$ cat src/hht_pkg.sv
// Shared types, constants and helpers for the IPv4 fragment hole tracker.
package hht_pkg;

   localparam int HhtCells = 16;
   localparam logic [15:0] HhtLastPayloadByte = 16'd65515;
   localparam logic [15:0] HhtLenMax = 16'hFFFF;

   localparam logic [2:0] StatPending  = 3'd0;
   localparam logic [2:0] StatComplete = 3'd1;
   localparam logic [2:0] StatInvalid  = 3'd2;
   localparam logic [2:0] StatTimeout  = 3'd3;
   localparam logic [2:0] StatOverflow = 3'd4;

   // fragment word broadcast to every cell; init reaches cell 0 only
   typedef struct packed {
      logic [15:0] first;
      logic [16:0] last;
      logic        mf;
      logic        clear;
      logic        init;
   } hht_op_type;

   // token handed from cell to cell, with a split-off hole waiting for a slot
   typedef struct packed {
      logic        valid;
      logic        lap2;
      logic        pend;
      logic [15:0] pstart;
      logic [15:0] pend_end;
   } hht_tok_type;

   function automatic logic [15:0] sat_len(input logic [5:0] hdr, input logic [16:0] pe);
      logic [17:0] sum;
      sum = {12'd0, hdr} + {1'b0, pe};
      return (sum > {2'b00, HhtLenMax}) ? HhtLenMax : sum[15:0];
   endfunction

endpackage

$ cat src/hht_cell.sv
// One hole-table cell: holds one hole and processes the token passing through.
module hht_cell import hht_pkg::*; (
   input  logic        clock,
   input  logic        reset,
   input  hht_op_type  op,
   input  hht_tok_type tok_in,
   output hht_tok_type tok_out,
   output logic        hole_valid
);

   logic        valid_ff, valid_in;
   logic [15:0] start_ff, start_in;
   logic [15:0] end_ff, end_in;
   hht_tok_type tok_ff, tok_in_n;

   always_comb begin
      valid_in = valid_ff;
      start_in = start_ff;
      end_in   = end_ff;
      tok_in_n = tok_in;
      if (tok_in.valid && !tok_in.lap2 && valid_ff) begin
         if (!(end_ff < op.first || op.last < {1'b0, start_ff})) begin
            valid_in = 1'b0;
            if (start_ff < op.first) begin
               end_in   = op.first - 16'd1;
               valid_in = 1'b1;
            end
            if (op.last < {1'b0, end_ff} && op.mf) begin
               if (valid_in) begin
                  tok_in_n.pend     = 1'b1;
                  tok_in_n.pstart   = op.last[15:0] + 16'd1;
                  tok_in_n.pend_end = end_ff;
               end else begin
                  valid_in = 1'b1;
                  start_in = op.last[15:0] + 16'd1;
               end
            end
         end
         if (!op.mf && valid_in && {1'b0, start_in} > op.last) begin
            valid_in = 1'b0;
         end
      end
      if (tok_in.valid && tok_in_n.pend && !valid_in) begin
         valid_in      = 1'b1;
         start_in      = tok_in_n.pstart;
         end_in        = tok_in_n.pend_end;
         tok_in_n.pend = 1'b0;
      end
      if (op.clear) begin
         valid_in = 1'b0;
      end
      if (op.init) begin
         valid_in = 1'b1;
         start_in = 16'd0;
         end_in   = HhtLastPayloadByte;
      end
   end

   always_ff @(posedge clock) begin
      if (reset) begin
         valid_ff <= 1'b0;
         tok_ff   <= '0;
      end else begin
         valid_ff <= valid_in;
         tok_ff   <= tok_in_n;
      end
      start_ff <= start_in;
      end_ff   <= end_in;
   end

   assign tok_out    = tok_ff;
   assign hole_valid = valid_ff;

endmodule

$ cat src/ipv4_fragment_hole_tracker_unit.sv
// Top level of the IPv4 fragment hole tracker: session control and the chain of hole cells.
// An accepted fragment word starts a token that walks the 16-cell chain through each hole cell's
// token register; the result is then formed and loaded into the output register.
// When a fragment splits a hole and no free cell follows that hole in the chain, the token goes
// round a second time. A timer tick that times the session out gives a result through the same
// output register; any other tick gives none and leaves the input ready. One word is worked on
// at a time; a new word is taken on the cycle after the previous result is loaded, and a
// stalled result holds the input off until the output register frees up.
module ipv4_fragment_hole_tracker_unit import hht_pkg::*; (
   input  logic        clock,
   input  logic        reset,
   input  logic        req_valid,
   output logic        req_ready,
   input  logic        req_type,
   input  logic [15:0] req_frag_offset,
   input  logic [15:0] req_frag_total_len,
   input  logic [5:0]  req_frag_header_len,
   input  logic        req_more_fragments,
   output logic        rsp_valid,
   input  logic        rsp_ready,
   output logic [2:0]  rsp_status,
   output logic [15:0] rsp_datagram_length,
   output logic        rsp_send_time_exceeded,
   input  logic        csr_wr_en,
   input  logic [15:0] csr_wr_data
);

   localparam logic [1:0] StIdle = 2'd0;
   localparam logic [1:0] StRun  = 2'd1;
   localparam logic [1:0] StPush = 2'd2;

   logic [1:0]  state_ff, state_in;
   logic        session_ff, session_in;
   logic        first_seen_ff, first_seen_in;
   logic [5:0]  hdr_ff, hdr_in;
   logic [16:0] pe_ff, pe_in;
   logic [15:0] elapsed_ff, elapsed_in;
   logic [15:0] timeout_ff;
   logic [15:0] first_ff, first_in;
   logic [16:0] last_ff, last_in;
   logic        mf_ff, mf_in;
   logic        start_tok_ff, start_tok_in;
   logic [2:0]  res_status_ff, res_status_in;
   logic [15:0] res_len_ff, res_len_in;
   logic        res_te_ff, res_te_in;
   logic        rsp_valid_ff, rsp_valid_in;
   logic [2:0]  rsp_status_ff;
   logic [15:0] rsp_len_ff;
   logic        rsp_te_ff;

   logic        cell_clear, cell_init;
   hht_tok_type tok_chain [0:HhtCells];
   logic [HhtCells-1:0] valid_vec;
   hht_tok_type tok_last;

   logic        accept;
   logic [15:0] len;
   logic [16:0] last_v, end_v;
   logic        bad;
   logic        fs_cur;
   logic [16:0] pe_cur;
   logic [15:0] el_next, limit;

   assign accept    = req_valid && req_ready;
   assign req_ready = (state_ff == StIdle);
   assign tok_last  = tok_chain[HhtCells];

   always_comb begin
      tok_chain[0] = '0;
      if (start_tok_ff) begin
         tok_chain[0].valid = 1'b1;
      end else if (tok_last.valid && tok_last.pend && !tok_last.lap2) begin
         tok_chain[0]      = tok_last;
         tok_chain[0].lap2 = 1'b1;
      end
   end

   genvar g;
   generate
      for (g = 0; g < HhtCells; g++) begin : g_cell
         hht_op_type op_g;
         always_comb begin
            op_g.first = first_ff;
            op_g.last  = last_ff;
            op_g.mf    = mf_ff;
            op_g.clear = cell_clear;
            op_g.init  = (g == 0) ? cell_init : 1'b0;
         end
         hht_cell u_cell (
            .clock      (clock),
            .reset      (reset),
            .op         (op_g),
            .tok_in     (tok_chain[g]),
            .tok_out    (tok_chain[g+1]),
            .hole_valid (valid_vec[g])
         );
      end
   endgenerate

   always_comb begin
      len     = req_frag_total_len - {10'd0, req_frag_header_len};
      last_v  = {1'b0, req_frag_offset} + {1'b0, len} - 17'd1;
      end_v   = last_v + 17'd1;
      bad     = (req_frag_total_len <= {10'd0, req_frag_header_len}) ||
                (req_more_fragments && (len[2:0] != 3'd0));
      fs_cur  = session_ff ? first_seen_ff : 1'b0;
      pe_cur  = session_ff ? pe_ff : 17'd0;
      el_next = (elapsed_ff < 16'hFFFF) ? elapsed_ff + 16'd1 : elapsed_ff;
      limit   = (timeout_ff == 16'd0) ? 16'd1 : timeout_ff;
   end

   always_comb begin
      state_in      = state_ff;
      session_in    = session_ff;
      first_seen_in = first_seen_ff;
      hdr_in        = hdr_ff;
      pe_in         = pe_ff;
      elapsed_in    = elapsed_ff;
      first_in      = first_ff;
      last_in       = last_ff;
      mf_in         = mf_ff;
      start_tok_in  = 1'b0;
      res_status_in = res_status_ff;
      res_len_in    = res_len_ff;
      res_te_in     = res_te_ff;
      cell_clear    = 1'b0;
      cell_init     = 1'b0;
      case (state_ff)
         StIdle: begin
            if (accept && !req_type) begin
               if (!session_ff) begin
                  session_in    = 1'b1;
                  first_seen_in = 1'b0;
                  hdr_in        = req_frag_header_len;
                  pe_in         = 17'd0;
                  elapsed_in    = 16'd0;
                  cell_clear    = 1'b1;
                  cell_init     = 1'b1;
               end
               if (bad) begin
                  session_in    = 1'b0;
                  cell_clear    = 1'b1;
                  cell_init     = 1'b0;
                  res_status_in = StatInvalid;
                  res_len_in    = 16'd0;
                  res_te_in     = 1'b0;
                  state_in      = StPush;
               end else begin
                  if (req_frag_offset == 16'd0 && !fs_cur &&
                      ({10'd0, req_frag_header_len} + 16'd8 <= req_frag_total_len)) begin
                     first_seen_in = 1'b1;
                     hdr_in        = req_frag_header_len;
                  end
                  pe_in        = (end_v > pe_cur) ? end_v : pe_cur;
                  first_in     = req_frag_offset;
                  last_in      = last_v;
                  mf_in        = req_more_fragments;
                  start_tok_in = 1'b1;
                  state_in     = StRun;
               end
            end else if (accept && req_type && session_ff) begin
               elapsed_in = el_next;
               if (el_next >= limit) begin
                  session_in    = 1'b0;
                  cell_clear    = 1'b1;
                  res_status_in = StatTimeout;
                  res_len_in    = sat_len(hdr_ff, pe_ff);
                  res_te_in     = first_seen_ff;
                  state_in      = StPush;
               end
            end
         end
         StRun: begin
            if (tok_last.valid && tok_last.pend && tok_last.lap2) begin
               session_in    = 1'b0;
               cell_clear    = 1'b1;
               res_status_in = StatOverflow;
               res_len_in    = 16'd0;
               res_te_in     = 1'b0;
               state_in      = StPush;
            end else if (tok_last.valid && !tok_last.pend) begin
               res_len_in = sat_len(hdr_ff, pe_ff);
               res_te_in  = 1'b0;
               if (|valid_vec) begin
                  res_status_in = StatPending;
               end else begin
                  res_status_in = StatComplete;
                  session_in    = 1'b0;
               end
               state_in = StPush;
            end
         end
         StPush: begin
            if (!rsp_valid_ff || rsp_ready) begin
               state_in = StIdle;
            end
         end
         default: begin
            state_in = StIdle;
         end
      endcase
   end

   always_comb begin
      rsp_valid_in = rsp_valid_ff && !rsp_ready;
      if (state_ff == StPush && (!rsp_valid_ff || rsp_ready)) begin
         rsp_valid_in = 1'b1;
      end
   end

   always_ff @(posedge clock) begin
      if (reset) begin
         state_ff      <= StIdle;
         session_ff    <= 1'b0;
         first_seen_ff <= 1'b0;
         hdr_ff        <= 6'd20;
         pe_ff         <= 17'd0;
         elapsed_ff    <= 16'd0;
         timeout_ff    <= 16'd60;
         start_tok_ff  <= 1'b0;
         rsp_valid_ff  <= 1'b0;
      end else begin
         state_ff      <= state_in;
         session_ff    <= session_in;
         first_seen_ff <= first_seen_in;
         hdr_ff        <= hdr_in;
         pe_ff         <= pe_in;
         elapsed_ff    <= elapsed_in;
         start_tok_ff  <= start_tok_in;
         rsp_valid_ff  <= rsp_valid_in;
         if (csr_wr_en) begin
            timeout_ff <= csr_wr_data;
         end
      end
      first_ff      <= first_in;
      last_ff       <= last_in;
      mf_ff         <= mf_in;
      res_status_ff <= res_status_in;
      res_len_ff    <= res_len_in;
      res_te_ff     <= res_te_in;
      if (state_ff == StPush && (!rsp_valid_ff || rsp_ready)) begin
         rsp_status_ff <= res_status_ff;
         rsp_len_ff    <= res_len_ff;
         rsp_te_ff     <= res_te_ff;
      end
   end

   assign rsp_valid              = rsp_valid_ff;
   assign rsp_status             = rsp_status_ff;
   assign rsp_datagram_length    = rsp_len_ff;
   assign rsp_send_time_exceeded = rsp_te_ff;

endmodule

$ cat config.mk
export PLATFORM = sky130hd
export DESIGN_NAME = ipv4_fragment_hole_tracker_unit
export DESIGN_NICKNAME = d
export VERILOG_FILES = /design/src/hht_pkg.sv /design/src/hht_cell.sv /design/src/ipv4_fragment_hole_tracker_unit.sv
export SDC_FILE = /design/constraint.sdc
export NUM_CORES = 2
export LEC_CHECK = 0
export BUFFER_PORTS_ARGS = -buffer_cell sky130_fd_sc_hd__buf_2
export CORE_MARGIN = 2
export CORE_UTILIZATION = 59
export CTS_CLUSTER_DIAMETER = 40
export DETAILED_ROUTE_END_ITERATION = 8
export PLACE_DENSITY = 0.86
export SYNTH_ARGS = -nofsm -noshare
export SYNTH_HDL_FRONTEND = slang
export SYNTH_HIERARCHICAL = 1
export SYNTH_SLANG_ARGS = --single-unit
$ cat constraint.sdc
create_clock -name clock -period 6.5 [get_ports clock]
set_clock_uncertainty 0.1 [all_clocks]
set_input_delay 1.3 -clock clock [delete_from_list [all_inputs] [get_ports clock]]
set_output_delay 1.3 -clock clock [all_outputs]
set_load 0.02 [all_outputs]
==> flow_metrics.py <==
metrics = {
    "power": {
        "peakVddDrop_uv": 282.8,
        "power_mw": 23.53,
        "p_leak_nw": 47.24,
        "cellPowerDensity_mw_per_mm2": 213.7,
    },
    "route": {
        "dr.pass1.iters": 8,
        "drt_wl_total_um": 356300,
        "drc": 0,
        "met2_length_um": 151800,
        "drt_iter0_markers": 12030,
        "wl_met3_um": 43080,
        "avgRoutedWirePerCell_um": 24.52,
        "routed.top_layer": "met5",
        "drt-met1-wl_um": 132100,
        "num_vias": 97400,
        "viasPerCell": 6.703,
        "postRouteAntennaNets": 0,
    },
    "synth": {
        "syn_area_per_cell_um2": 8.153,
        "ys_types": 111,
        "synth_ff_type": "dfxtp_1",
        "synth_warnings": 6,
        "synth-seq-area-share_pct": 26.10,
        "synthCells": 11850,
        "synthArstFlopShare_pct": 0,
        "synth_seq_cells": 1223,
        "syn_area_mm2": 0.09665,
        "synth_edf_count": 74,
    },
    "critical_path": {
        "rrSetupSlack_ns": 0.24,
        "r2r_cells": 20,
        "critPathRequiredTime_ns": 7.14,
        "end_kind": "flip-flop",
        "critPathLaunchType": "input pin",
        "path_class": "input pin to flip-flop",
        "cp_common_cell": "buf_4",
        "crit_buf_inv": 8,
        "slowest_stage": "a221o_2",
        "worst_ep_arrival_time_ns": 6.92,
        "reg2reg_from": "last_ff[4]$_DFFE_PP_",
        "cp_slowest_stage_delay_ns": 0.43,
        "cpLargestDelayFamily": "compound AO/OA/AOI/OAI gates",
        "worstReg2RegEnd": "g_cell[5].u_cell/start_ff[10]$_SDFFE_PP0P_",
        "cp_max_fo": 5,
    },
    "sta": {
        "rsz0062_at_grt": "no",
        "min_period_ns": 6.278,
        "slew_headroom_pct": 6.683,
        "slew_violations": 0,
        "hold_viol": 0,
        "setup_viol_count_final": 0,
        "worst_slew_pin_slew_ns": 1.387,
        "fmax_ghz": 0.1593,
        "finalCritPeriodShare_pct": 96.59,
    },
    "grt": {
        "gr-usage-all-layers_pct": 40.88,
        "antenna_found_initial": 10,
        "gr-total-overflow": 0,
        "grt_max_degree": 172,
        "grt_pass1_wl_um": 542000,
        "grt_pass1_vias": 94550,
    },
    "die": {
        "die-area_mm2": 0.1671,
        "die_x_um": 408.7,
        "die_y_um": 408.7,
        "rows": 148,
        "core_mm2": 0.1628,
        "start_util_pct": 59.38,
        "io_pins": 83,
    },
    "status": {
        "status": "completed",
    },
    "layout": {
        "syn2layout_area_growth_pct": 13.93,
        "final_net_count": 13560,
        "drive_gt1_share_pct": 11.74,
        "fillCellCount": 12790,
        "final_util_pct": 67.65,
    },
    "hold_path": {
        "min_to": "rsp_datagram_length[3]$_DFFE_PP_",
        "hold_start": "res_len_ff[3]$_DFFE_PP_",
        "hp-class": "flip-flop to flip-flop",
        "worstHoldPathCells": 0,
    },
    "cts": {
        "path_clk_slew_ns": 0.06,
        "cts.sinks": 1223,
        "worstSkewPairLatency_ns": 0.88,
        "numCtsBuffers": 207,
        "cts_tree": "yes",
        "cts_root_buffer": "clkbuf_16",
        "ctsLongestPathBuffers": 3,
        "cts.htree.levels": 4,
    },
    "placement": {
        "hpwl_um": 251100,
        "portBuffers": 82,
        "gp_congestion": 1.019,
    },
    "job": {
        "drv_cap": 0,
    },
}
worst reg2reg max path, stage by stage, from the launching register on:
cell and delay [ns]:
edfxtp_1 0.96, buf_12 0.30, ha_1 0.37, a21oi_1 0.16, nor2_1 0.05, nor4_1 0.18
buf_4 0.17, a31oi_2 0.10, buf_4 0.21, nor4_4 0.76, o21ai_0 0.25, ha_1 0.34
nand4_1 0.09, or4_1 0.53, or3_1 0.32, o211ai_1 0.13, a21o_1 0.20, o21a_2 0.38
buf_4 0.26, o2111ai_1 0.15, a21oi_2 0.17
synth_stat cells, drive strengths merged (24+ instances only):
| cell | count | area share, % |
|---|---|---|
| a21boi | 24 | 0.22 |
| o221ai | 212 | 2.4 |
| edfxtp | 74 | 2.3 |
| nand2b | 63 | 0.41 |
| mux2 | 119 | 1.4 |
| nor2b | 140 | 0.91 |
| nor3b | 48 | 0.40 |
| a21oi | 792 | 4.4 |
| a21o | 159 | 1.2 |
| and3b | 29 | 0.26 |
| nand2 | 904 | 3.6 |
| o21a | 39 | 0.30 |
| o211ai | 188 | 1.5 |
| a211oi | 116 | 0.95 |
| xnor2 | 438 | 4.0 |
| buf | 226 | 1.5 |
| a221oi | 87 | 0.87 |
| o21ai | 728 | 3.8 |
| and2 | 66 | 0.43 |
| o2111ai | 122 | 1.1 |
| or4 | 27 | 0.25 |
| nor4 | 144 | 1.0 |
| o31ai | 45 | 0.35 |
| or3 | 56 | 0.36 |
| and3 | 81 | 0.52 |
| ha | 1334 | 17 |
| mux2i | 378 | 3.9 |
| nor2 | 1077 | 4.2 |
| nand3 | 584 | 3.1 |
| dfxtp | 1149 | 24 |
| a31oi | 72 | 0.49 |
| nor3 | 177 | 1.0 |
| clkbuf | 311 | 1.2 |
| nand4 | 235 | 1.5 |
| a211o | 145 | 1.3 |
| xor2 | 42 | 0.39 |
| a2111oi | 32 | 0.46 |
| inv | 1174 | 4.6 |
kinds of logic after synthesis:
logic type / Yosys count / share of synthesized area, %
AND/OR/NAND/NOR: 3708 / 18.86
other: 1 / 0.003880
buffers and inverters: 1711 / 7.280
XOR/XNOR: 480 / 4.358
AO/OA/AOI/OAI: 2897 / 20.75
flip-flops: 1223 / 26.10
adder cells (fa/ha/maj): 1337 / 17.33
multiplexers: 497 / 5.314
metrics by stage:
stage / cell area, um2 / TNS [ns] / instances / setup slack (ns) / hold slack [ns]
after floorplan: 97280 / -0.5839 / 11910 / -0.04960 / 0.3003
after global placement: 102300 / -10.28 / 14110 / -0.6823 / 0.3024
after detailed placement: 102300 / -12.36 / 14110 / -0.7176 / 0.3054
after CTS: 109900 / 0 / 14510 / 0.1526 / 0.2864
after global routing: 110100 / 0 / 14520 / 0.001143 / 0.3040
final: 110100 / 0 / 14530 / 0.2215 / 0.2943
how the worst max path moves through the flow:
stage	from	to	slack, ns	depth (start not counted)
floorplan	req_frag_total_len[0]	pe_ff[14]$_SDFFE_PP0P_	-0.05	30
global placement	req_frag_total_len[0]	pe_ff[16]$_SDFFE_PP0P_	-0.68	30
detailed placement	req_frag_total_len[0]	pe_ff[16]$_SDFFE_PP0P_	-0.72	30
CTS	req_frag_total_len[0]	pe_ff[16]$_SDFFE_PP0P_	0.15	30
global route	req_frag_total_len[0]	pe_ff[0]$_SDFFE_PP0P_	0.001	30
finish	req_frag_total_len[0]	pe_ff[14]$_SDFFE_PP0P_	0.22	30
sequential cells by signal (all words and copies together), names as in the netlist, 2 cells and up:
register and cells:
g_cell.u_cell/tok_out 560, g_cell.u_cell/end_ff 256, g_cell.u_cell/start_ff 256, last_ff 17, pe_ff 17, elapsed_ff 16
first_ff 16, g_cell.u_cell/hole_valid 16, res_len_ff 16, rsp_datagram_length 16, timeout_ff 16, hdr_ff 6
res_status_ff 3, rsp_status 3, state_ff 2
repair_timing:
item | in CTS | in global routing
pin swaps | 0 | 17
gates resized for setup | 0 | 22
endpoints found under the setup margin | 134 | 117
buffers inserted | 4 | 12
hold buffers | 0 | 0
power by group:
part,total [mW],leakage [nW],internal [mW],switching [mW]
Sequential,7.76,9.94,7.66,0.0959
Combinational,4.03,33.7,1.47,2.57
Clock,11.7,3.64,7.14,4.60
Total,23.5,47.2,16.3,7.26
final cells by class:
cell class | count | area, um2 | area share, %
Inverter | 1174 | 4419 | 4.013
Timing Repair Buffer | 583 | 5074 | 4.608
Sequential cell | 1223 | 25220 | 22.91
Clock inverter | 158 | 2059 | 1.870
Antenna cell | 9 | 22.52 | 0.02045
Clock buffer | 234 | 5451 | 4.951
Tap cell | 2175 | 2721 | 2.471
Multi-Input combinational cell | 8974 | 65140 | 59.16
layout by cell type, fill, tap and decap left out, types with 76 or more instances in the layout:
cell type	synthesis	layout
ha_1	1334	1330
o2111ai_1	121	121
o221ai_2	80	80
dfxtp_1	1149	1149
nand4_1	234	234
nor2b_1	140	139
and3_1	81	80
a21oi_2	89	96
nand2_1	897	888
a21o_1	159	158
clkbuf_16	0	207
o21ai_0	691	680
mux2i_1	377	377
nor2_1	1069	1058
nand3_1	578	577
buf_4	44	429
a21oi_1	703	696
o211ai_1	186	186
a211oi_1	107	105
nor3_1	165	158
nor4_1	134	133
mux2_1	76	76
a211o_1	145	145
xnor2_1	438	437
o221ai_1	132	132
inv_1	1173	1170
buf_2	118	81
metal layers:
layer / up-vias / GRT usage [%]
li1: 43430 / -
met1: 45630 / 50.43
met2: 6465 / 62.52
met3: 1863 / 9.644
met4: 12 / 29.26
met5: - / 0
No activity file was read; power rests on OpenSTA's default activity.
